File: src/rtl/core/mscell_fifo.sv
`timescale 1ns / 1ps

module mscell_fifo #(
  parameter int unsigned WIDTH = 8
) (
  input  logic             clk_i,
  input  logic             rst_ni,
  input  logic             valid_i,
  output logic             ready_o,
  input  logic [WIDTH-1:0] data_i,
  output logic             valid_o,
  input  logic             ready_i,
  output logic [WIDTH-1:0] data_o
);

  logic [WIDTH-1:0] mem_q [0:1];
  logic             wp_q, rp_q;
  logic [1:0]       cnt_q;
  logic             push, pop;

  assign ready_o = (cnt_q != 2'd2);
  assign valid_o = (cnt_q != 2'd0);
  assign data_o  = mem_q[rp_q];
  assign push    = valid_i & ready_o;
  assign pop     = valid_o & ready_i;

  // hold pointers and fill level
  always_ff @(posedge clk_i or negedge rst_ni) begin
    if (!rst_ni) begin
      wp_q  <= 1'b0;
      rp_q  <= 1'b0;
      cnt_q <= 2'd0;
    end else begin
      if (push) wp_q <= ~wp_q;
      if (pop) rp_q <= ~rp_q;
      cnt_q <= cnt_q + {1'b0, push} - {1'b0, pop};
    end
  end

  // store item
  always_ff @(posedge clk_i) begin
    if (push) mem_q[wp_q] <= data_i;
  end

endmodule

File: config.mk
export PLATFORM = sky130hd
export DESIGN_NAME = mscell_fifo
export DESIGN_NICKNAME = d
export VERILOG_FILES = /design/src/rtl/core/mscell_fifo.sv
export SDC_FILE = /design/constraint.sdc
export NUM_CORES = 1
export LEC_CHECK = 0
export ABC_AREA = 1
export BUFFER_PORTS_ARGS = -buffer_cell sky130_fd_sc_hd__buf_2
export CORE_MARGIN = 2
export CORE_UTILIZATION = 45
export DETAILED_ROUTE_END_ITERATION = 6
export GPL_TIMING_DRIVEN = 0
export PLACE_DENSITY_LB_ADDON = 0.15
export SLEW_MARGIN = 20
export SYNTH_ARGS = -nofsm -noshare
export SYNTH_HDL_FRONTEND = slang
export SYNTH_SLANG_ARGS = --single-unit
File: constraint.sdc
create_clock -name clk_i -period 3.4 [get_ports clk_i]
set_input_delay 0.68 -clock clk_i [delete_from_list [all_inputs] [get_ports clk_i]]
set_output_delay 0.68 -clock clk_i [all_outputs]
set_load 0.02 [all_outputs]
==> impl_results.md <==
- WL final: 1.22 mm
- Fin nets: 113
- Sequential cell area: 581 um2
- Initial antenna violation count: 0
- Clock share of power: 12.8%
- Area growth syn-to-layout: 19.6%
- Post-CTS Hold Fix Bufs: 0
- FF+latch count, synth: 20
- Area leader, netlist: edfxtp_1
- Layout cells sized above 1: 32.7%
- Worst slew pin tran: 0.691 ns
- Clk_lat worst skew: 0.29 ns
- Initial core utilization: 48.0%
- Rows: 15
- Layout fillers: 162
- Area of the multi-input gates: ~200 um2
- Root buf cell: clkbuf_4
- Status: complete, no violations
- Fin crit period: 1.88 ns
- Sw Pwr: ~0.34 mW
- Hold Vio Cnt, Final: 0
- CP max FO: 10
- Gate power share: 43.9%
- MaxCap Viol Count: 0
- Max Slew Vio Count: 0
- Cell Area, Placed: 965 um2
- GP Congestion: 0.736
- Synth top area cells: edfxtp_1 (58%), nand2_1 (15%), dfrtp_1 (12%)
- Critical path class: reg2out
- R2R depth: 3
- Hpwl dp: 896 um
- Chip height: 46.9 um
- Placed Instances: 119
- Diode count: 0
- Startpoint Class: flip-flop
- # setup viols final: 0
- Sequential group share of total power: a little over two fifths
- Fmax: around 0.53 GHz
- Boundary pin count: 22
- Crit end category: primary output
- P_leak: 0.480 nW
- Max VDD drop: 440 uV
- # Post-CTS Setup Buffers: 0
- Syn nets: 87
- Relative max-transition margin: 53.7%
- Die area: between 2000 and 2500 um2
- Pin count of the biggest net entering global routing: 12
- Asr flop ratio synth: 20.0%
- CTS HTree Levels: 1
- Clock transition at the registers of the reported paths: roughly 0.10 ns
- Sw frac: 40.3%
- Setup TNS: 0 ns
- Sequential cell area fraction in the yosys report: 70.1%
- CTS Sinks: 20
- Worst clock skew: roughly 0.0033 ns
- TritonCTS Buffers: 3
- RSZ-0062 raised after global routing: no
- Core area: 1730 um2
- Post-route cell area: 991 um2
- Post-Syn Instances: 73
- Power per cell area: 853 nW/um2
- Top cells by count, synth: nand2_1 (32), edfxtp_1 (16), inv_1 (7)
- Worst Path Required: 2.72 ns
- I/O Buffers: 21
- Post-Syn Area per Cell: 11.3 um2
- Prevailing post-synth register cell: edfxtp_1
- Overall global routing resource usage: 13.3%
- WP data arrival: 1.20 ns
- Number of global-route vias before repair: between 400 and 500
- Tot Pwr: 0.845 mW
- Library cells used by synthesis: 12
- Antenna-violating nets left: 0
- Vias per inst: 4.42
- Synth warnings: 0
- Internal power: 0.504 mW
- DRC Markers: 0
- Final period util: 55.3%
- Top-count cell post-synth: nand2_1
- Post-cts sizing count: 0
- Post-synth top area share: 58.0%
- Number of DRC markers in iteration 0: 8
- CTS tree: yes
- Post-synth EDFFs: 16
- Hold Crit Class: in2async
- First-pass GRT wire length: 1.95 mm
- Clock tree buffer depth: 2
- Vias: 544
- GRT overflow: 0
- Reg2Reg Setup Slack: 1.89 ns
- First drt pass iteration count: 4
- Layout Cells excl Fill: 123
- Routed len/inst: ~10 um
- Final core utilization: a little under three fifths
- Die X-Extent: 46.9 um
- Post-Syn Area: 828 um2
[layer usage]
layer	wire length, um	vias up	GRT usage [%]
met5	0	-	0
li1	-	282	-
met1	547	242	17.0
met2	577	15	20.8
met4	30	0	8.33
met3	65	5	2.69
[critical path, stage by stage, from the launching register on]
cell and delay, ns:
dfrtp_1 0.39, buf_6 0.14, inv_4 0.10, nand2_1 0.06
nand2_1 0.06, buf_2 0.16
[final timing paths]
kind / start / end
worst max-delay path: rp_q$_DFFE_PN0P_ / data_o[4]
worst min-delay path: rst_ni / cnt_q[0]$_DFF_PN0_
worst max register to register: cnt_q[1]$_DFF_PN0_ / mem_q[1][7]$_DFFE_PP_
worst min register to register: cnt_q[0]$_DFF_PN0_ / cnt_q[0]$_DFF_PN0_
max in group asynchronous: rst_ni / rp_q$_DFFE_PN0P_
min in group clk_i: cnt_q[0]$_DFF_PN0_ / cnt_q[0]$_DFF_PN0_
[sequential cells by signal (all words and copies together), names as in the netlist]
register,cells
mem_q,16
cnt_q,2
rp_q,1
wp_q,1
[kinds of logic after synthesis]
family / synth area share [%]
adders and majority gates: 3.02
buffers and inverters: 5.74
DFF: 70.1
and+or+nand+nor: 21.1
[power by group through the flow]
stage | Sequential (mW) | Clock [mW] | Combinational (mW)
floorplan | 0.366 | 0 | 0.271
global placement | 0.369 | 0 | 0.369
detailed placement | 0.371 | 0 | 0.377
CTS | 0.366 | 0.113 | 0.378
global route | 0.373 | 0.119 | 0.426
finish | 0.366 | 0.108 | 0.371
[placed cells by master (no fill, tap or decap)]
master	Yosys	routed
buf_2	0	21
buf_6	1	1
nand2_1	32	32
inv_2	1	1
ha_1	2	2
inv_1	7	7
clkbuf_4	0	3
inv_4	1	1
nand2_2	4	4
dfrtp_1	4	4
nor2_1	1	1
nand2_4	1	1
clkinv_1	0	1
nand3_1	3	3
edfxtp_1	16	16
[layout make-up]
type | instances | share of cell area (%)
Sequential cell | 20 | 58.6
Clock inverter | 1 | 0.379
Inverter | 9 | 3.66
Timing Repair Buffer | 21 | 10.6
Buffer | 1 | 1.14
Clock buffer | 3 | 2.27
Tap cell | 25 | 3.16
Multi-Input combinational cell | 43 | 20.2
[stage by stage]
step           setup WS, ns  hold slack (ns)
5_1_grt                1.44            0.173
3_5_place_dp           1.59            0.490
3_3_place_gp           1.61            0.467
4_1_cts                1.50            0.167
6_report               1.52            0.175
2_1_floorplan          1.93            0.384
Power figures use the tool's default switching activity.
