==> src/rtl/core/mscell_pkg.sv <==
`timescale 1ns / 1ps

package mscell_pkg;

  localparam int unsigned COORD_W  = 18;
  localparam int unsigned SAMPLE_W = 16;
  localparam int unsigned INDEX_W  = 10;

  // configuration register indexes
  localparam logic CFG_ISO_LEVEL    = 1'b0;
  localparam logic CFG_DECIDER_MODE = 1'b1;

  // cell edges
  typedef enum logic [1:0] {
    EDGE_BOTTOM,
    EDGE_UP,
    EDGE_LEFT,
    EDGE_RIGHT
  } edge_e;

  typedef struct packed {
    logic        [INDEX_W-1:0]  cell_col;
    logic        [INDEX_W-1:0]  cell_row;
    logic signed [SAMPLE_W-1:0] corner_ll;
    logic signed [SAMPLE_W-1:0] corner_ul;
    logic signed [SAMPLE_W-1:0] corner_lr;
    logic signed [SAMPLE_W-1:0] corner_ur;
  } cell_in_t;

  typedef struct packed {
    logic [COORD_W-1:0] start_x;
    logic [COORD_W-1:0] start_y;
    logic [COORD_W-1:0] end_x;
    logic [COORD_W-1:0] end_y;
    logic               last_segment;
  } seg_out_t;

  // classified cell, front to back
  typedef struct packed {
    logic        [INDEX_W-1:0]       col;
    logic        [INDEX_W-1:0]       row;
    logic signed [SAMPLE_W-1:0]      ll;
    logic signed [SAMPLE_W-1:0]      ul;
    logic signed [SAMPLE_W-1:0]      lr;
    logic signed [SAMPLE_W-1:0]      ur;
    logic signed [SAMPLE_W-1:0]      iso;
    logic                            mode;
    logic                            up0;
    logic                            saddle;
    edge_e                           e0;
    edge_e                           e1;
    logic [3:0][SAMPLE_W-1:0]        un;
    logic [3:0][SAMPLE_W-1:0]        ud;
  } cell_item_t;

  // side data carried along the back pipeline
  typedef struct packed {
    logic        [INDEX_W-1:0]  col;
    logic        [INDEX_W-1:0]  row;
    logic signed [SAMPLE_W-1:0] iso;
    logic                       mode;
    logic                       up0;
    logic                       saddle;
    edge_e                      e0;
    edge_e                      e1;
    logic signed [31:0]         p1;
    logic signed [31:0]         p2;
    logic signed [17:0]         den;
    logic signed [17:0]         sum;
    logic signed [32:0]         num;
    logic signed [33:0]         id;
    logic                       above;
  } cell_side_t;

endpackage

==> src/rtl/core/mscell_front.sv <==
`timescale 1ns / 1ps

module mscell_front (
  input  logic                   clk_i,
  input  logic                   rst_ni,
  input  logic                   in_valid_i,
  output logic                   in_ready_o,
  input  mscell_pkg::cell_in_t   in_data_i,
  input  logic signed [15:0]     iso_level_i,
  input  logic                   decider_mode_i,
  output logic                   item_valid_o,
  input  logic                   item_ready_i,
  output mscell_pkg::cell_item_t item_o
);

  function automatic logic [15:0] absdiff(logic signed [15:0] a, logic signed [15:0] b);
    logic signed [16:0] d;
    d = 17'(b) - 17'(a);
    return d[16] ? 16'(-d) : 16'(d);
  endfunction

  logic                   fv_q;
  mscell_pkg::cell_item_t item_q, item_d;
  logic [3:0]             up;
  logic [2:0]             cnt;
  logic                   active, want;
  logic [1:0]             odd;
  logic signed [15:0]     v [0:3];

  assign v[0] = in_data_i.corner_ll;
  assign v[1] = in_data_i.corner_ul;
  assign v[2] = in_data_i.corner_lr;
  assign v[3] = in_data_i.corner_ur;

  // class corners and pick crossed edges
  always_comb begin
    for (int i = 0; i < 4; i++) up[i] = (v[i] >= iso_level_i);
    cnt    = {2'b0, up[0]} + {2'b0, up[1]} + {2'b0, up[2]} + {2'b0, up[3]};
    active = (cnt != 3'd0) && (cnt != 3'd4);
    want   = (cnt == 3'd1);
    odd    = 2'd0;
    for (int i = 3; i >= 0; i--) begin
      if (up[i] == want) odd = 2'(i);
    end
    item_d        = '0;
    item_d.col    = in_data_i.cell_col;
    item_d.row    = in_data_i.cell_row;
    item_d.ll     = v[0];
    item_d.ul     = v[1];
    item_d.lr     = v[2];
    item_d.ur     = v[3];
    item_d.iso    = iso_level_i;
    item_d.mode   = decider_mode_i;
    item_d.up0    = up[0];
    item_d.saddle = 1'b0;
    item_d.e0     = mscell_pkg::EDGE_BOTTOM;
    item_d.e1     = mscell_pkg::EDGE_LEFT;
    if (cnt[0]) begin
      item_d.e0 = (odd == 2'd0 || odd == 2'd2) ? mscell_pkg::EDGE_BOTTOM : mscell_pkg::EDGE_UP;
      item_d.e1 = (odd == 2'd0 || odd == 2'd1) ? mscell_pkg::EDGE_LEFT : mscell_pkg::EDGE_RIGHT;
    end else if (up[0] == up[2]) begin
      item_d.e0 = mscell_pkg::EDGE_LEFT;
      item_d.e1 = mscell_pkg::EDGE_RIGHT;
    end else if (up[0] == up[1]) begin
      item_d.e0 = mscell_pkg::EDGE_UP;
      item_d.e1 = mscell_pkg::EDGE_BOTTOM;
    end else begin
      item_d.saddle = 1'b1;
    end
    // edge offsets: bottom ll-lr, up ul-ur, left ll-ul, right lr-ur
    item_d.un[mscell_pkg::EDGE_BOTTOM] = absdiff(v[0], iso_level_i);
    item_d.ud[mscell_pkg::EDGE_BOTTOM] = absdiff(v[0], v[2]);
    item_d.un[mscell_pkg::EDGE_UP]     = absdiff(v[1], iso_level_i);
    item_d.ud[mscell_pkg::EDGE_UP]     = absdiff(v[1], v[3]);
    item_d.un[mscell_pkg::EDGE_LEFT]   = absdiff(v[0], iso_level_i);
    item_d.ud[mscell_pkg::EDGE_LEFT]   = absdiff(v[0], v[1]);
    item_d.un[mscell_pkg::EDGE_RIGHT]  = absdiff(v[2], iso_level_i);
    item_d.ud[mscell_pkg::EDGE_RIGHT]  = absdiff(v[2], v[3]);
  end

  assign in_ready_o   = !fv_q || item_ready_i;
  assign item_valid_o = fv_q;
  assign item_o       = item_q;

  // hold the classified item; drop inactive cells
  always_ff @(posedge clk_i or negedge rst_ni) begin
    if (!rst_ni) begin
      fv_q <= 1'b0;
    end else if (in_ready_o) begin
      fv_q <= in_valid_i && active;
    end
  end

  always_ff @(posedge clk_i) begin
    if (in_ready_o && in_valid_i) item_q <= item_d;
  end

endmodule

==> config.mk <==
export PLATFORM = sky130hd
export DESIGN_NAME = mscell_front
export DESIGN_NICKNAME = d
export VERILOG_FILES = /design/src/rtl/core/mscell_pkg.sv /design/src/rtl/core/mscell_front.sv
export SDC_FILE = /design/constraint.sdc
export NUM_CORES = 1
export LEC_CHECK = 0
export ABC_AREA = 1
export BUFFER_PORTS_ARGS = -buffer_cell sky130_fd_sc_hd__buf_2
export CORE_MARGIN = 1.5
export CORE_UTILIZATION = 30
export DETAILED_ROUTE_END_ITERATION = 8
export GPL_ROUTABILITY_DRIVEN = 0
export PLACE_DENSITY_LB_ADDON = 0.08
export SETUP_SLACK_MARGIN = 0.5
export SYNTH_ARGS = -nofsm -noshare
export SYNTH_HDL_FRONTEND = slang
export SYNTH_SLANG_ARGS = --single-unit
==> constraint.sdc <==
create_clock -name clk_i -period 30.6 [get_ports clk_i]
set_input_delay 3.06 -clock clk_i [delete_from_list [all_inputs] [get_ports clk_i]]
set_output_delay 3.06 -clock clk_i [all_outputs]
set_load 0.02 [all_outputs]
==> results of run 1 <==
[layout make-up]
type / count / area, sq um / area share (%)
diodes: 2 / 5.005 / 0.02429
multi-input cells: 1662 / 8957 / 43.46
well taps: 756 / 945.9 / 4.590
repair buffers: 344 / 1729 / 8.391
flip-flops and latches: 220 / 6601 / 32.03
inverters: 392 / 1471 / 7.140
clock buffers: 29 / 683.2 / 3.315
clock inverters: 20 / 215.2 / 1.044
[final timing paths]
kind	from	slack, ns	end	cells after the start
min in group asynchronous	rst_ni	2.26	item_valid_o$_DFFE_PN0N_	1
max	in_data_i[55]	23.98	item_o[130]$_DFFE_PP_	23
min	item_valid_o$_DFFE_PN0N_	0.62	item_valid_o$_DFFE_PN0N_	2
min reg2reg	item_valid_o$_DFFE_PN0N_	0.62	item_valid_o$_DFFE_PN0N_	2
max reg2reg	item_valid_o$_DFFE_PN0N_	28.17	item_o[2]$_DFFE_PP_	2
max in group asynchronous	rst_ni	28.26	item_valid_o$_DFFE_PN0N_	1
[worst reg2reg max path, stage by stage (launching register included)]
cell	delay, ns
dfrtp_1	0.42
a21boi_4	0.70
buf_4	0.85
[registers in the layout (all words and copies together), names as in the netlist]
register	cells
item_o	219
item_valid_o	1
[per-layer routing]
metal | global-route usage [%] | share of wire, %
met5 | 0 | 0.079
met3 | 3.390 | 5.8
met2 | 33.21 | 46
met4 | 5.735 | 2.5
met1 | 26.38 | 46
[cells by family (layout without fill, tap and decap cells)]
kind of cell | Yosys count | count (layout) | synth area share [%]
DFF | 220 | 220 | 38.34
adders and majority gates | 146 | 146 | 10.96
and+or+nand+nor | 1259 | 1259 | 30.70
buffers and inverters | 417 | 785 | 9.695
other | 0 | 2 | 0
xor gates and xnor gates | 95 | 95 | 5.204
AOI/OAI and AO/OA | 162 | 162 | 5.094
[synthesized netlist by cell type (all sizes together)]
| cell type | n | area (sq um) |
|---|---|---|
| o211ai | 1 | 7.510 |
| ha | 138 | 1727 |
| a21o | 3 | 22.52 |
| nand3b | 18 | 135.1 |
| nor4 | 3 | 31.28 |
| o21ai | 49 | 275.3 |
| nand3 | 188 | 940.9 |
| edfxtp | 219 | 6576 |
| fa | 8 | 160.2 |
| a21boi | 1 | 7.510 |
| and2 | 8 | 50.05 |
| a31oi | 3 | 18.77 |
| a21oi | 100 | 508.0 |
| nand4 | 54 | 337.8 |
| nor3 | 17 | 90.09 |
| nand2 | 788 | 3003 |
| buf | 25 | 197.7 |
| o21bai | 3 | 22.52 |
| xnor2 | 43 | 414.2 |
| o21a | 2 | 15.01 |
| nor3b | 1 | 7.510 |
| dfrtp | 1 | 25.02 |
| nor2 | 182 | 690.7 |
| xor2 | 52 | 481.7 |
| inv | 392 | 1471 |
[power breakdown]
part | switching (mW) | total (mW) | internal (mW)
logic | 0.310 | 0.448 | 0.138
clock network | 0.134 | 0.329 | 0.195
registers | 0.0156 | 0.422 | 0.406
==> impl_metrics.toml, run 1 <==
[worst_setup_path]
arrival_ns = 6.92
worstSetupEndpointType = "register"
cpPeakStageDelay_ns = 0.54
critPathBufInv = 5
crit_top_cell = "nand2_1"
cp_data_required_time_ns = 30.91
worstSetupStartpointType = "primary input"
path_delay_family = "simple AND/OR/NAND/NOR gates"
slowest_stage = "fa_1"
path_cells = "buf_2 -> inv_1 -> ha_1 -> nand2_1 -> nor2_2 -> nor3b_1 -> nand3_1 -> nand3_1 -> nand2_1 -> nand2_2 -> inv_1 -> fa_1 -> inv_1 -> ha_1 -> ha_1 -> nor3_1 -> inv_1 -> nand4_1 -> nand2_1 -> nand2_1 -> nand2_1 -> nand2_1 -> nand2_1"
critPathMaxFanout = 6
path_class = "primary input to register"

[grt]
grt.overflow.total = 0
grt_pass1_wl_microns = 89520
grt_pass1_vias = 15260
grt_max_degree = 77
antenna_found_initial = 6
track_usage_pct = 19.92

[min_path]
hold_path.class = "register to register"

[drt]
via_per_inst = 4.678
firstDrtPassIters = 6
routed_wl_microns = 59810
drcViolationCount = 0
wire_per_inst_microns = 17.46
ant_nets = 0
num_vias = 16020
drt_iter0_markers = 930

[cells_and_area]
layout_commonest_cell = "nand2_1"
nets = 2898
area_growth_pct = 19.70
final_cells = 3425
fin_util_pct = 36.41
layout_common_cells = "nand2_1 (772), inv_1 (387), buf_2 (341), edfxtp_1 (219), nand3_1 (188)"
drive_above_1_share_pct = 15.97
nFillCells = 6107
fin_area_sq_um = 20610

[place]
placedCellCount = 3374
portBuffers = 341
dpl_worst_slack_ns = 23.50
dp_hpwl_microns = 49650
dpl_cell_area_sq_um = 19710

[timing]
maxSlewViolCount = 0
rsz0062_at_grt = "false"
clock_skew_ns = 0.01037
period_share_pct = 21.62
clock.fmax_mhz = 151.1
setup_ws_ns = 23.98
tns_ns = 0
layout_min_cycle_time_ns = 6.617
setup_viol = 0
maxSlewHeadroom_pct = 35.76
timing.final.hold_violations = 0
worst_pin_slew_ns = 0.9636
hold_slack_ns = 0.6177

[power_and_ir_drop]
power_density_nw_per_um2 = 58.19
leakage_nw = 10.63
total_power_mw = 1.199
ir_worst_vdd_mv = 0.03796

[synth]
syn_area_sq_um = 17220
synth-seq-cells = 220
yosysWarningCount = 0
synthCells = 2299
synth.avg_cell_area_sq_um = 7.489
ys_types = 40
syn_nets = 2550
ys_seq_area_share_pct = 38.34

[clock_tree]
hold_buffers = 0
clockBufferDepth = 3
clk_latency_ns = 0.57
cts_resized = 0
numCtsBuffers = 27
cts_tree = "yes"
htreeDepth = 1
cts_num_sinks = 220
clockRootBuffer = "clkbuf_16"
path_clk_slew_ns = 0.06
cts_setup_buffers = 0

[floorplan]
core_sq_um = 56600
start_util_pct = 30.42
die_w_microns = 242.6
num_rows = 87
die_area_sq_um = 58840
pin_count = 342
die_height_microns = 242.6

[status]
status = "complete, no violations"

[job]
max_cap_violations = 0
(Power assumes the default switching activity.)
==> run 2, diff against run 1 <==
==> constraint.sdc (replaced) <==
create_clock -name clk_i -period 5.3 [get_ports clk_i]
set_input_delay 0.53 -clock clk_i [delete_from_list [all_inputs] [get_ports clk_i]]
set_output_delay 0.53 -clock clk_i [all_outputs]
set_load 0.02 [all_outputs]
==> impl_metrics.toml, run 2 (synthesized netlist as in run 1, its figures left out) <==
[power_and_ir_drop]
power_density_nw_per_um2 = 332.3
leakage_nw = 10.62
ir_worst_vdd_mv = 0.2271
p_int_mw = 4.184
power.switching_mw = 2.657
p_seq_share_pct = 35.6
pwr-share-comb_pct = 38.0
clock_power_share_pct = 26.4
swShare_pct = 38.84

[floorplan]
num_rows = 87
die_w_microns = 242.6
core_sq_um = 56600
start_util_pct = 30.42
die_area_sq_um = 58840
die_height_microns = 242.6
pin_count = 342

[drt]
ant_nets = 0
via_per_inst = 4.654
firstDrtPassIters = 5
routed_wl_microns = 60100
wire_per_inst_microns = 17.53
num_vias = 15960
drt_iter0_markers = 1007
drcViolationCount = 0

[worst_setup_path]
critPathBufInv = 5
path_class = "primary input to register"
crit_top_cell = "nand2_1"
worstSetupStartpointType = "primary input"
arrival_ns = 4.29
path_delay_family = "simple AND/OR/NAND/NOR gates"
worstSetupEndpointType = "register"
critPathMaxFanout = 8
cp_data_required_time_ns = 5.63
slowest_stage = "ha_1"
path_cells = "buf_2 -> inv_1 -> ha_1 -> nand2_1 -> nor3_1 -> nand3_1 -> nand3_1 -> nand2_1 -> nand2_2 -> inv_1 -> fa_1 -> inv_1 -> ha_1 -> ha_1 -> nor3_1 -> inv_1 -> nand4_1 -> nand2_1 -> nand2_1 -> nand2_1 -> nand2_1 -> nand2_1"
cpPeakStageDelay_ns = 0.56

[timing]
tns_ns = 0
maxSlewViolCount = 0
setup_ws_ns = 1.338
clock_skew_ns = 0.01618
worst_pin_slew_ns = 0.9801
timing.final.hold_violations = 0
period_share_pct = 74.76
rsz0062_at_grt = "false"
maxSlewHeadroom_pct = 34.66
setup_viol = 0
layout_min_cycle_time_ns = 3.962
clock.fmax_mhz = 252.4

[clock_tree]
path_clk_slew_ns = 0.06
cts_num_sinks = 220
htreeDepth = 1
cts_tree = "yes"
clockRootBuffer = "clkbuf_16"
clk_latency_ns = 0.57
cts_setup_buffers = 0
numCtsBuffers = 28
cts_resized = 0
clockBufferDepth = 3
hold_buffers = 1

[cells_and_area]
layout_commonest_cell = "nand2_1"
nets = 2900
layout_common_cells = "nand2_1 (772), inv_1 (387), buf_2 (341), edfxtp_1 (219), nand3_1 (188)"
drive_above_1_share_pct = 15.85
fin_util_pct = 36.37
largest_register_ffs = 219
area_growth_pct = 19.57
nFillCells = 6067
final_cells = 3428

[grt]
track_usage_pct = 20.07
grt_max_degree = 165
grt.overflow.total = 0
grt_pass1_wl_microns = 90320
antenna_found_initial = 6
grt_pass1_vias = 15110

[job]
max_cap_violations = 0

[place]
dp_hpwl_microns = 49790
dpl_worst_slack_ns = 0.7583
placedCellCount = 3374
portBuffers = 341

[status]
status = "complete, no violations"

[min_path]
hold_path.class = "primary input to register"
-- run 2: path summary, 6_finish.rpt --
kind	startpoint	endpoint	slack [ns]	cells past startpoint
min	in_data_i[74]	item_o[225]$_DFFE_PP_	0.13	1
min in group asynchronous	rst_ni	item_valid_o$_DFFE_PN0N_	0.26	2
max in group asynchronous	rst_ni	item_valid_o$_DFFE_PN0N_	4.96	2
max	in_data_i[63]	item_o[130]$_DFFE_PP_	1.34	22
min reg2reg	item_valid_o$_DFFE_PN0N_	item_valid_o$_DFFE_PN0N_	0.58	2
max reg2reg	item_valid_o$_DFFE_PN0N_	item_o[49]$_DFFE_PP_	3.49	2
-- run 2: area by class of cell --
cell class / instances / area, sq um / area share [%]
diodes: 3 / 7.507 / 0.03647
well taps: 756 / 945.9 / 4.595
repair buffers: 345 / 1752 / 8.509
clock buffers: 34 / 744.5 / 3.616
clock inverters: 16 / 106.4 / 0.5166
inverters: 392 / 1471 / 7.148
flip-flops and latches: 220 / 6601 / 32.07
multi-input cells: 1662 / 8957 / 43.51
-- run 2: power by group through the flow --
| stage | clock [mW] | sequential (mW) | combinational (mW) |
|---|---|---|---|
| 2_1_floorplan | 0 | 2.86 | 1.45 |
| 3_3_place_gp | 0 | 2.47 | 2.61 |
| 3_5_place_dp | 0 | 2.47 | 2.61 |
| 4_1_cts | 1.88 | 2.44 | 2.62 |
| 5_1_grt | 1.94 | 2.47 | 2.89 |
| 6_report | 1.81 | 2.44 | 2.60 |
-- run 2: routing by layer --
metal  track usage, %  vias up  part of all wire [%]
li1                 -     8123                     -
met1            27.03     7266                    46
met2            32.93      478                    46
met3            2.991       84                   5.3
met4            6.452        4                   3.1
met5                0        -                 0.038
-- run 2: through the flow --
stage                     total power, mW  cell area, sq um  hold slack [ns]
after floorplan                     4.305             17230           0.2344
after global placement              5.082             19720           0.3062
after detailed placement            5.086             19720           0.3063
after CTS                           6.947             20580          0.08899
after global routing                7.294             20580           0.1015
final                               6.840             20590           0.1290
